## config.mk

```make
export PLATFORM = sky130hd
export DESIGN_NAME = stream_set_header_parser_unit_flat
export DESIGN_NICKNAME = d
export VERILOG_FILES = /design/src/sshp_pkg.sv /design/src/sshp_if.sv /design/src/sshp_ctrl.sv /design/src/sshp_dp.sv /design/src/stream_set_header_parser_unit.sv /design/src/flat_wrapper.sv
export SDC_FILE = /design/constraint.sdc
export NUM_CORES = 1
export LEC_CHECK = 0
export BUFFER_PORTS_ARGS = -buffer_cell sky130_fd_sc_hd__clkbuf_2
export CORE_ASPECT_RATIO = 0.5
export CORE_MARGIN = 2
export CORE_UTILIZATION = 34
export CTS_CLUSTER_DIAMETER = 120
export DETAILED_ROUTE_END_ITERATION = 16
export PLACE_DENSITY = 0.51
export SLEW_MARGIN = 20
export SYNTH_ARGS = -nofsm -noshare
export SYNTH_HDL_FRONTEND = slang
export SYNTH_SLANG_ARGS = --single-unit
```

## constraint.sdc

```tcl
create_clock -name clk -period 7.4 [get_ports clk]
set_input_delay 1.11 -clock clk [delete_from_list [all_inputs] [get_ports clk]]
set_output_delay 1.11 -clock clk [all_outputs]
set_load 0.02 [all_outputs]
```

## src/sshp_pkg.sv

```systemverilog
// Shared types and constants for the stream-set header parser.
// Depends on nothing; every other file but sshp_if refers to it by scoped names.
package sshp_pkg;

	localparam logic [31:0] VERSION_RESET = 32'd20090218;

	localparam logic [2:0] ST_OK       = 3'd0;
	localparam logic [2:0] ST_TRUNC    = 3'd1;
	localparam logic [2:0] ST_OVERLONG = 3'd2;
	localparam logic [2:0] ST_VERSION  = 3'd3;
	localparam logic [2:0] ST_TOO_MANY = 3'd4;
	localparam logic [2:0] ST_MISMATCH = 3'd5;

	// Controller to datapath.
	typedef struct packed {
		logic       take_byte;
		logic       take_count;
		logic       take_length;
		logic       take_payload;
		logic       set_err;
		logic [2:0] err_code;
		logic       clear_run;
		logic       load_single;
		logic [2:0] single_code;
		logic       emit_start;
		logic       load_entry;
	} cmd_t;

	// Datapath to controller.
	typedef struct packed {
		logic       byte_more;
		logic       digit_full;
		logic       version_ok;
		logic       count_over;
		logic       field_zero;
		logic       lengths_last;
		logic       count_zero_q;
		logic       size_ok_inc;
		logic       size_ok_len;
		logic       emit_last;
		logic       out_free;
		logic [2:0] err_code_q;
	} sts_t;

endpackage

```

## src/sshp_if.sv

```systemverilog
// Handshake channels of the stream-set header parser: input bytes,
// result items and the version register write port. Uses no package.
interface sshp_in_if;
	logic       valid;
	logic       ready;
	logic [7:0] data_byte;
	logic       last_byte;

	modport source(output valid, output data_byte, output last_byte, input ready);
	modport sink(input valid, input data_byte, input last_byte, output ready);
endinterface

interface sshp_out_if;
	logic        valid;
	logic        ready;
	logic [2:0]  status;
	logic        entry_valid;
	logic [3:0]  stream_index;
	logic [31:0] stream_offset;
	logic [31:0] stream_length;
	logic        last;

	modport source(output valid, output status, output entry_valid, output stream_index,
		output stream_offset, output stream_length, output last, input ready);
	modport sink(input valid, input status, input entry_valid, input stream_index,
		input stream_offset, input stream_length, input last, output ready);
endinterface

interface sshp_cfg_if;
	logic        valid;
	logic        ready;
	logic [31:0] expected_version;

	modport source(output valid, output expected_version, input ready);
	modport sink(input valid, input expected_version, output ready);
endinterface

```

## src/sshp_ctrl.sv

```systemverilog
// Parse-phase and emission controller of the stream-set header parser.
// Depends on sshp_pkg for the command and status structs and status codes.
module sshp_ctrl (
	input  logic          clk,
	input  logic          arst_n,
	input  logic          in_valid,
	input  logic          last_byte,
	input  sshp_pkg::sts_t sts,
	output logic          in_ready,
	output sshp_pkg::cmd_t cmd
);

	localparam logic [2:0] PH_VERSION = 3'd0;
	localparam logic [2:0] PH_COUNT   = 3'd1;
	localparam logic [2:0] PH_LENGTHS = 3'd2;
	localparam logic [2:0] PH_PAYLOAD = 3'd3;
	localparam logic [2:0] PH_ERROR   = 3'd4;
	localparam logic [2:0] PH_EMIT_RD = 3'd5;
	localparam logic [2:0] PH_EMIT_LD = 3'd6;

	logic [2:0] state_q;
	logic [2:0] state_d;
	logic       accept;
	logic       size_ok;
	logic       zero_streams;

	always_comb begin
		cmd          = '0;
		state_d      = state_q;
		size_ok      = 1'b1;
		zero_streams = 1'b0;
		in_ready     = (state_q inside {PH_VERSION, PH_COUNT, PH_LENGTHS, PH_PAYLOAD,
			PH_ERROR}) && sts.out_free;
		accept       = in_valid && in_ready;

		case (state_q)
			PH_VERSION, PH_COUNT, PH_LENGTHS: begin
				if (accept) begin
					cmd.take_byte = 1'b1;
					if (sts.byte_more) begin
						if (sts.digit_full) begin
							cmd.set_err  = 1'b1;
							cmd.err_code = sshp_pkg::ST_OVERLONG;
							state_d      = PH_ERROR;
						end
					end else if (state_q == PH_VERSION) begin
						if (sts.version_ok) begin
							state_d = PH_COUNT;
						end else begin
							cmd.set_err  = 1'b1;
							cmd.err_code = sshp_pkg::ST_VERSION;
							state_d      = PH_ERROR;
						end
					end else if (state_q == PH_COUNT) begin
						if (sts.count_over) begin
							cmd.set_err  = 1'b1;
							cmd.err_code = sshp_pkg::ST_TOO_MANY;
							state_d      = PH_ERROR;
						end else begin
							cmd.take_count = 1'b1;
							// A count of zero skips the length field.
							if (sts.field_zero) begin
								zero_streams = 1'b1;
								state_d      = PH_PAYLOAD;
							end else begin
								state_d = PH_LENGTHS;
							end
						end
					end else begin
						cmd.take_length = 1'b1;
						if (sts.lengths_last) begin
							state_d = PH_PAYLOAD;
						end
					end
				end
			end
			PH_PAYLOAD: begin
				if (accept) begin
					cmd.take_payload = 1'b1;
				end
			end
			PH_ERROR: begin
			end
			PH_EMIT_RD: begin
				state_d = PH_EMIT_LD;
			end
			PH_EMIT_LD: begin
				if (sts.out_free) begin
					cmd.load_entry = 1'b1;
					if (sts.emit_last) begin
						cmd.clear_run = 1'b1;
						state_d       = PH_VERSION;
					end else begin
						state_d = PH_EMIT_RD;
					end
				end
			end
			default: begin
				state_d = PH_VERSION;
			end
		endcase

		if (accept && last_byte) begin
			if (state_q == PH_PAYLOAD) begin
				size_ok = sts.size_ok_inc;
			end else if (state_q == PH_LENGTHS) begin
				size_ok = sts.size_ok_len;
			end
			if (state_d == PH_ERROR) begin
				cmd.single_code = cmd.set_err ? cmd.err_code : sts.err_code_q;
			end else if (state_d != PH_PAYLOAD) begin
				cmd.single_code = sshp_pkg::ST_TRUNC;
			end else if (!size_ok) begin
				cmd.single_code = sshp_pkg::ST_MISMATCH;
			end else if (zero_streams || (state_q == PH_PAYLOAD && sts.count_zero_q)) begin
				cmd.single_code = sshp_pkg::ST_OK;
			end else begin
				cmd.emit_start = 1'b1;
			end
			if (cmd.emit_start) begin
				state_d = PH_EMIT_RD;
			end else begin
				cmd.load_single = 1'b1;
				cmd.clear_run   = 1'b1;
				state_d         = PH_VERSION;
			end
		end
	end

	always_ff @(posedge clk or negedge arst_n) begin
		if (!arst_n) begin
			state_q <= PH_VERSION;
		end else begin
			state_q <= state_d;
		end
	end

	a_emit_blocks_input: assert property (@(posedge clk) disable iff (!arst_n)
		(state_q == PH_EMIT_RD || state_q == PH_EMIT_LD) |-> !in_ready)
		else $error("input accepted during emission");

	a_single_or_entry: assert property (@(posedge clk) disable iff (!arst_n)
		!(cmd.load_single && cmd.load_entry))
		else $error("two result loads in one cycle");

	a_single_on_last: assert property (@(posedge clk) disable iff (!arst_n)
		cmd.load_single |-> (in_valid && in_ready && last_byte))
		else $error("single result without a last byte");

	a_read_then_load: assert property (@(posedge clk) disable iff (!arst_n)
		state_q == PH_EMIT_RD |=> state_q == PH_EMIT_LD)
		else $error("table read not followed by load");

endmodule

```

## src/sshp_dp.sv

```systemverilog
// Datapath of the stream-set header parser: varint accumulator, counters,
// length table memory, version register and result register. Uses sshp_pkg.
module sshp_dp #(
	parameter int MAX_STREAMS = 16
) (
	input  logic           clk,
	input  logic           arst_n,
	input  logic [7:0]     data_byte,
	input  logic           cfg_valid,
	input  logic [31:0]    cfg_data,
	input  logic           out_ready,
	input  sshp_pkg::cmd_t cmd,
	output sshp_pkg::sts_t sts,
	output logic           out_valid,
	output logic [2:0]     out_status,
	output logic           out_entry_valid,
	output logic [3:0]     out_index,
	output logic [31:0]    out_offset,
	output logic [31:0]    out_length,
	output logic           out_last
);

	localparam int CW = $clog2(MAX_STREAMS + 1);
	localparam int AW = (MAX_STREAMS > 1) ? $clog2(MAX_STREAMS) : 1;

	logic [31:0]   exp_ver_q;
	logic [31:0]   acc_q;
	logic [2:0]    digit_pos_q;
	logic [CW-1:0] count_q;
	logic [CW-1:0] seen_q;
	logic [35:0]   sum_q;
	logic [31:0]   header_q;
	logic [32:0]   payload_q;
	logic [2:0]    err_q;
	logic [AW-1:0] emit_pos_q;
	logic [31:0]   offset_q;
	logic [31:0]   rd_q;
	logic [31:0]   len_mem [MAX_STREAMS];

	logic [31:0]   digit;
	logic [31:0]   acc_next;
	logic [35:0]   sum_next;
	logic [32:0]   payload_inc;

	always_comb begin
		case (digit_pos_q)
			3'd0:    digit = {25'd0, data_byte[6:0]};
			3'd1:    digit = {18'd0, data_byte[6:0], 7'd0};
			3'd2:    digit = {11'd0, data_byte[6:0], 14'd0};
			3'd3:    digit = {4'd0, data_byte[6:0], 21'd0};
			default: digit = {data_byte[3:0], 28'd0};
		endcase
		acc_next    = acc_q | digit;
		sum_next    = sum_q + {4'd0, acc_next};
		payload_inc = (payload_q != {33{1'b1}}) ? payload_q + 33'd1 : payload_q;
	end

	assign sts.byte_more    = data_byte[7];
	assign sts.digit_full   = (digit_pos_q >= 3'd4);
	assign sts.version_ok   = (acc_next == exp_ver_q);
	assign sts.count_over   = (acc_next > 32'(MAX_STREAMS));
	assign sts.field_zero   = (acc_next == 32'd0);
	assign sts.lengths_last = ((32'(seen_q) + 32'd1) >= 32'(count_q));
	assign sts.count_zero_q = (count_q == '0);
	assign sts.size_ok_inc  = ({3'd0, payload_inc} == sum_q);
	assign sts.size_ok_len  = (sum_next == {3'd0, payload_q});
	assign sts.emit_last    = ((32'(emit_pos_q) + 32'd1) == 32'(count_q));
	assign sts.out_free     = !out_valid || out_ready;
	assign sts.err_code_q   = err_q;

	always_ff @(posedge clk or negedge arst_n) begin
		if (!arst_n) begin
			exp_ver_q <= sshp_pkg::VERSION_RESET;
		end else if (cfg_valid) begin
			exp_ver_q <= cfg_data;
		end
	end

	always_ff @(posedge clk or negedge arst_n) begin
		if (!arst_n) begin
			acc_q       <= '0;
			digit_pos_q <= '0;
			count_q     <= '0;
			seen_q      <= '0;
			sum_q       <= '0;
			header_q    <= '0;
			payload_q   <= '0;
			err_q       <= sshp_pkg::ST_OK;
			emit_pos_q  <= '0;
			offset_q    <= '0;
		end else begin
			if (cmd.take_byte) begin
				header_q <= header_q + 32'd1;
				if (data_byte[7]) begin
					acc_q       <= acc_next;
					digit_pos_q <= digit_pos_q + 3'd1;
				end else begin
					acc_q       <= '0;
					digit_pos_q <= '0;
				end
			end
			if (cmd.take_count) begin
				count_q <= acc_next[CW-1:0];
				seen_q  <= '0;
			end
			if (cmd.take_length) begin
				sum_q  <= sum_next;
				seen_q <= seen_q + CW'(1);
			end
			if (cmd.take_payload) begin
				payload_q <= payload_inc;
			end
			if (cmd.set_err) begin
				err_q <= cmd.err_code;
			end
			// When the last byte closes the header, it still counts toward the offset.
			if (cmd.emit_start) begin
				offset_q   <= header_q + {31'd0, cmd.take_byte};
				emit_pos_q <= '0;
			end
			if (cmd.load_entry) begin
				offset_q   <= offset_q + rd_q;
				emit_pos_q <= emit_pos_q + AW'(1);
			end
			if (cmd.clear_run) begin
				acc_q       <= '0;
				digit_pos_q <= '0;
				count_q     <= '0;
				seen_q      <= '0;
				sum_q       <= '0;
				header_q    <= '0;
				payload_q   <= '0;
				err_q       <= sshp_pkg::ST_OK;
				emit_pos_q  <= '0;
			end
		end
	end

	always_ff @(posedge clk) begin
		if (cmd.take_length) begin
			len_mem[seen_q[AW-1:0]] <= acc_next;
		end
		rd_q <= len_mem[emit_pos_q];
	end

	always_ff @(posedge clk or negedge arst_n) begin
		if (!arst_n) begin
			out_valid <= 1'b0;
		end else if (cmd.load_single || cmd.load_entry) begin
			out_valid <= 1'b1;
		end else if (out_ready) begin
			out_valid <= 1'b0;
		end
	end

	always_ff @(posedge clk) begin
		if (cmd.load_single) begin
			out_status      <= cmd.single_code;
			out_entry_valid <= 1'b0;
			out_index       <= '0;
			out_offset      <= '0;
			out_length      <= '0;
			out_last        <= 1'b1;
		end else if (cmd.load_entry) begin
			out_status      <= sshp_pkg::ST_OK;
			out_entry_valid <= 1'b1;
			out_index       <= 4'(emit_pos_q);
			out_offset      <= offset_q;
			out_length      <= rd_q;
			out_last        <= sts.emit_last;
		end
	end

endmodule

```

## src/stream_set_header_parser_unit.sv

```systemverilog
// Top level of the stream-set header parser: joins controller and datapath
// to the channels. Depends on sshp_pkg, sshp_if, sshp_ctrl and sshp_dp.

// The parser takes one buffer byte per cycle while it reads the header and
// payload or drains a failed buffer, as long as the result register is free
// or is emptied in that same cycle; a sink that holds a result back also
// holds off the input. A last byte that yields a single status result loads
// the result register at the edge that takes it, and the result is offered
// from the next cycle. A good buffer with N streams instead walks the stored
// length table: for each stream entry a registered table read is followed by
// the load of the result register, which waits while that register is full;
// no byte is taken during the walk. The length table needs no clearing pass
// after reset; entries are only read after they were written in the same run.
module stream_set_header_parser_unit #(
	parameter int MAX_STREAMS = 16
) (
	input logic        clk,
	input logic        arst_n,
	sshp_in_if.sink    in_ch,
	sshp_out_if.source out_ch,
	sshp_cfg_if.sink   cfg_ch
);

	sshp_pkg::cmd_t cmd;
	sshp_pkg::sts_t sts;
	logic           in_ready;

	assign in_ch.ready  = in_ready;
	assign cfg_ch.ready = 1'b1;

	sshp_ctrl u_ctrl (
		.clk       (clk),
		.arst_n    (arst_n),
		.in_valid  (in_ch.valid),
		.last_byte (in_ch.last_byte),
		.sts       (sts),
		.in_ready  (in_ready),
		.cmd       (cmd)
	);

	sshp_dp #(
		.MAX_STREAMS(MAX_STREAMS)
	) u_dp (
		.clk             (clk),
		.arst_n          (arst_n),
		.data_byte       (in_ch.data_byte),
		.cfg_valid       (cfg_ch.valid),
		.cfg_data        (cfg_ch.expected_version),
		.out_ready       (out_ch.ready),
		.cmd             (cmd),
		.sts             (sts),
		.out_valid       (out_ch.valid),
		.out_status      (out_ch.status),
		.out_entry_valid (out_ch.entry_valid),
		.out_index       (out_ch.stream_index),
		.out_offset      (out_ch.stream_offset),
		.out_length      (out_ch.stream_length),
		.out_last        (out_ch.last)
	);

endmodule

```

## src/flat_wrapper.sv

```systemverilog
// flat-port wrapper written by rule: the top's interface ports become plain ports
module stream_set_header_parser_unit_flat 
#(
	parameter int MAX_STREAMS = 16
)
  (clk, arst_n, in_ch_valid, in_ch_data_byte, in_ch_last_byte, in_ch_ready, out_ch_valid, out_ch_status, out_ch_entry_valid, out_ch_stream_index, out_ch_stream_offset, out_ch_stream_length, out_ch_last, out_ch_ready, cfg_ch_valid, cfg_ch_expected_version, cfg_ch_ready);
  sshp_in_if in_ch_i ();
  sshp_out_if out_ch_i ();
  sshp_cfg_if cfg_ch_i ();
  input logic clk;
  input logic arst_n;
  input wire logic [$bits(in_ch_i.valid)-1:0] in_ch_valid;
  input wire logic [$bits(in_ch_i.data_byte)-1:0] in_ch_data_byte;
  input wire logic [$bits(in_ch_i.last_byte)-1:0] in_ch_last_byte;
  output wire logic [$bits(in_ch_i.ready)-1:0] in_ch_ready;
  output wire logic [$bits(out_ch_i.valid)-1:0] out_ch_valid;
  output wire logic [$bits(out_ch_i.status)-1:0] out_ch_status;
  output wire logic [$bits(out_ch_i.entry_valid)-1:0] out_ch_entry_valid;
  output wire logic [$bits(out_ch_i.stream_index)-1:0] out_ch_stream_index;
  output wire logic [$bits(out_ch_i.stream_offset)-1:0] out_ch_stream_offset;
  output wire logic [$bits(out_ch_i.stream_length)-1:0] out_ch_stream_length;
  output wire logic [$bits(out_ch_i.last)-1:0] out_ch_last;
  input wire logic [$bits(out_ch_i.ready)-1:0] out_ch_ready;
  input wire logic [$bits(cfg_ch_i.valid)-1:0] cfg_ch_valid;
  input wire logic [$bits(cfg_ch_i.expected_version)-1:0] cfg_ch_expected_version;
  output wire logic [$bits(cfg_ch_i.ready)-1:0] cfg_ch_ready;
  assign in_ch_i.valid = in_ch_valid;
  assign in_ch_i.data_byte = in_ch_data_byte;
  assign in_ch_i.last_byte = in_ch_last_byte;
  assign in_ch_ready = in_ch_i.ready;
  assign out_ch_valid = out_ch_i.valid;
  assign out_ch_status = out_ch_i.status;
  assign out_ch_entry_valid = out_ch_i.entry_valid;
  assign out_ch_stream_index = out_ch_i.stream_index;
  assign out_ch_stream_offset = out_ch_i.stream_offset;
  assign out_ch_stream_length = out_ch_i.stream_length;
  assign out_ch_last = out_ch_i.last;
  assign out_ch_i.ready = out_ch_ready;
  assign cfg_ch_i.valid = cfg_ch_valid;
  assign cfg_ch_i.expected_version = cfg_ch_expected_version;
  assign cfg_ch_ready = cfg_ch_i.ready;
  stream_set_header_parser_unit #(.MAX_STREAMS(MAX_STREAMS)) u_core (.clk(clk), .arst_n(arst_n), .in_ch(in_ch_i), .out_ch(out_ch_i), .cfg_ch(cfg_ch_i));
endmodule
```

==> impl_metrics.ini <==
[run_status]
status = finished, final reports clean

[clocking]
clock_path_buffers = 3
cts_num_sinks = 838
clk_pin_slew_worst_paths_ns = 0.06
cts.htree.levels = 3
cts-buffers-inserted = 85
tritoncts = done
cts-root-buf = clkbuf_16
clkLatencyLatePin_ns = 0.69

[worst_setup_path]
critPathTopFamily = compound AO/OA/AOI/OAI gates
worstSetupPathDepth = 19
crit_type = flop to flop
ff2ff_path_depth = 19
critical-path-max-stage-delay_ns = 0.68
worstPathArrival_ns = 7.02
cp.required_ns = 7.77
startpoint_type = flop
crit_chain = inv_1 > ha_1 > nor2b_1 > a21oi_1 > inv_2 > ha_1 > a21oi_2 > o21ai_0 > a2111oi_0 > a21oi_1 > and3_1 > a2111oi_1 > nand4_1 > or4_1 > or4b_4 > o21bai_4 > buf_4 > a31o_2 > nand2_1
endpoint_kind = flop
slowest_stage = a2111oi_1
worst-path-buf-inv = 3
critPathMaxFanout = 34

[floorplan]
die_x_um = 492
ios = 122
dieArea_mm2 = 0.122
coreArea_mm2 = 0.118
start_util_pct = 34.3
rows = 89
die_y_um = 248

[sta]
finalCriticalPeriod_ns = 6.65
setup_viol = 0
fin_setup_tns_ns = 0
slew_violations = 0
final.setup_skew_ns = 0.0384
setup_slack_ns = 0.751
post-route-period-util_pct = 89.9
hold_viol = 0
grt_setup_unrepaired = no
relSlewSlack_pct = 25.8
max_clock_freq_mhz = 150
holdWs_ns = 0.307
worst-slew-pin-transition_ns = 1.11

[synthesis]
synth_most_common_cell = edfxtp_1
ys_seq_area_share_pct = 57.0
synthArstFlopShare_pct = 26.4
ys_warn_count = 0
yosys.area.top_type = edfxtp_1
syn_nets = 3400
ys_seq_elements = 838
yosys-top-cells-area = edfxtp_1 (38%), dfrtp_1 (13%), mux4_2 (8.9%)
syn_inst = 3270
synth_edf_count = 515
synth.distinct_cells = 96
synth_flop_cell = edfxtp_1
synth_top_area_share_pct = 38.2
avgSynthCellArea_um2 = 12.4
synthTopCellsByCount = edfxtp_1 (515), nand2_1 (314), a21oi_1 (227), dfrtp_1 (209), nor2_1 (189)
synthesis.area_mm2 = 0.0405

[power_and_ir_drop]
p_per_area_mw_per_mm2 = 335
netSwitchingPower_mw = 5.33
pwr-share-clk_pct = 29.3
p_leak_nw = 16.7
internal_power_mw = 10.0
seqPwrFrac_pct = 39.9
combPwrFrac_pct = 30.8
swShare_pct = 34.7
peakVddDrop_v = 0.000186

[detailed_routing]
routed_wl_um = 122000
wire_per_inst_um = 24.5
ant_nets = 0
routed-via-count = 27755
dr.pass1.iters = 5
drc = 0
viasPerCell = 5.55
detail_route.iter0.violations = 2488

[global_routing]
gr-total-overflow = 0
busiest_layer = met2
grt_pass1_vias = 27213
grt_max_degree = 119
grt_pass1_wl_um = 182000
grtUsageMet1_pct = 27.7
met3_usage_pct = 3.11
antenna_found_initial = 5
grt_use_total_pct = 19.8
use_met2_pct = 31.9

[worst_hold_path]
holdCritPathClass = input port to asynchronous set/reset pin

[place]
postPlaceCellArea_mm2 = 0.0429
place_ws_ns = 0.394
globalplace.congestion = 0.895
port_buffers = 120
hpwlAfterDp_um = 81200

[cells_and_area]
seq_area_mm2 = 0.0231
syn_to_final_growth_pct = 13.4
fin_area_mm2 = 0.0459
final_layout_size_suffix_gt1_share_pct = 17.2
nNetsFinal = 3464
n_fill_cell = 11242
multiInputGateArea_mm2 = 0.0165

[run]
drv_cap = 0
logic make-up after synthesis:
| kind of cell | share of synthesized area [%] |
|---|---|
| AND/OR/NAND/NOR | 12.6 |
| flip-flops | 57.0 |
| AO/OA/AOI/OAI | 9.16 |
| buffers and inverters | 2.71 |
| XOR/XNOR | 5.48 |
| multiplexers | 10.5 |
| adder cells (fa/ha/maj) | 2.63 |
| other | 0.00927 |
worst register-to-register path, stage by stage (launching register included):
cell and delay (ns):
dfrtp_1 0.41, inv_1 0.11, ha_1 0.25, nor2b_1 0.47, a21oi_1 0.25, inv_2 0.32
ha_1 0.43, a21oi_2 0.26, o21ai_0 0.17, a2111oi_0 0.48, a21oi_1 0.18, and3_1 0.23
a2111oi_1 0.68, nand4_1 0.17, or4_1 0.46, or4b_4 0.54, o21bai_4 0.20, buf_4 0.40
a31o_2 0.25, nand2_1 0.10
through the flow:
step / cells / utilization [%] / total power [mW]
6_report: 4998 / 38.9 / 15.4
5_1_grt: 4996 / 38.9 / 16.1
4_1_cts: 4996 / 38.9 / 15.5
3_5_place_dp: 4839 / 36.4 / 10.9
2_1_floorplan: 3270 / - / 9.28
3_3_place_gp: 4839 / 36.4 / 10.9
sequential cells by signal, summed over array words and instances (netlist names):
| name | flops |
|---|---|
| u_core.u_dp.digit_pos_q | 3 |
| u_core.u_dp.emit_pos_q | 4 |
| u_core.u_dp.out_offset | 32 |
| u_core.u_dp.payload_q | 33 |
| u_core.u_dp.len_mem | 512 |
| u_core.u_dp.acc_q | 32 |
| u_core.u_dp.out_status | 3 |
| u_core.u_dp.err_q | 3 |
| u_core.u_dp.out_index | 4 |
| u_core.u_dp.rd_q | 32 |
| u_core.u_dp.sum_q | 36 |
| u_core.u_dp.exp_ver_q | 32 |
| u_core.u_dp.out_entry_valid | 1 |
| u_core.u_dp.out_length | 32 |
| u_core.u_dp.offset_q | 32 |
| u_core.u_dp.seen_q | 5 |
| u_core.u_dp.out_last | 1 |
| u_core.u_ctrl.state_q | 3 |
| u_core.u_dp.out_valid | 1 |
| u_core.u_dp.header_q | 32 |
| u_core.u_dp.count_q | 5 |
final cells by class:
cell class / instances / share of cell area (%)
clock buffer: 113 / 5.09
sequential: 838 / 50.3
multi-input combinational: 2160 / 35.9
inverter: 57 / 0.467
clock inverter: 44 / 1.28
timing repair buffer: 192 / 2.62
tap: 1592 / 4.34
antenna: 2 / 0.0109
power groups by stage:
stage          clock network (mW)  registers (mW)  logic (mW)
4_1_cts                      4.62            6.15        4.72
2_1_floorplan                   0            6.09        3.19
5_1_grt                      4.80            6.18        5.14
3_3_place_gp                    0            6.24        4.65
3_5_place_dp                    0            6.24        4.69
6_report                     4.51            6.14        4.74
per-layer routing:
metal / part of all wire (%) / up-vias
li1: - / 12460
met1: 45 / 14314
met4: 3.0 / 0
met2: 47 / 801
met3: 5.1 / 180
met5: 0 / -
repair_timing:
action | 4_1_cts | 5_1_grt
buffers inserted | 0 | 0
hold buffers | 0 | 0
endpoints found under the setup margin | 0 | 140
resized for setup | 0 | 2
layout by cell type, fill, tap and decap left out, types with 61 or more instances in the layout:
master     synthesis  routed
mux4_2           160     160
xor2_1           114     114
ha_1              82      82
nor2_1           189     175
buf_4              1      68
xnor2_1          134     134
a21oi_1          227     227
dfxtp_1          102     102
nand3_1           62      61
nand2_1          314     314
clkbuf_16          0      85
o21ai_0           70      70
edfxtp_1         515     515
clkbuf_2           2     119
dfrtp_1          209     205
nor3_1           184     180
final timing paths:
kind,endpoint,startpoint,slack (ns)
worst max-delay path,u_core.u_dp.out_status[2]$_SDFFCE_PN0P_,u_core.u_dp.digit_pos_q[0]$_DFFE_PN0P_,0.75
worst min-delay path,u_core.u_dp.payload_q[5]$_DFFE_PN0P_,arst_n,0.31
worst max register to register,u_core.u_dp.out_status[2]$_SDFFCE_PN0P_,u_core.u_dp.digit_pos_q[0]$_DFFE_PN0P_,0.75
worst min register to register,u_core.u_dp.out_index[3]$_SDFFE_PP0P_,u_core.u_dp.out_index[3]$_SDFFE_PP0P_,0.45
max in group asynchronous,u_core.u_dp.exp_ver_q[16]$_DFFE_PN0P_,arst_n,5.79
min in group clk,u_core.u_dp.out_index[3]$_SDFFE_PP0P_,u_core.u_dp.out_index[3]$_SDFFE_PP0P_,0.45
(Power assumes the default switching activity.)
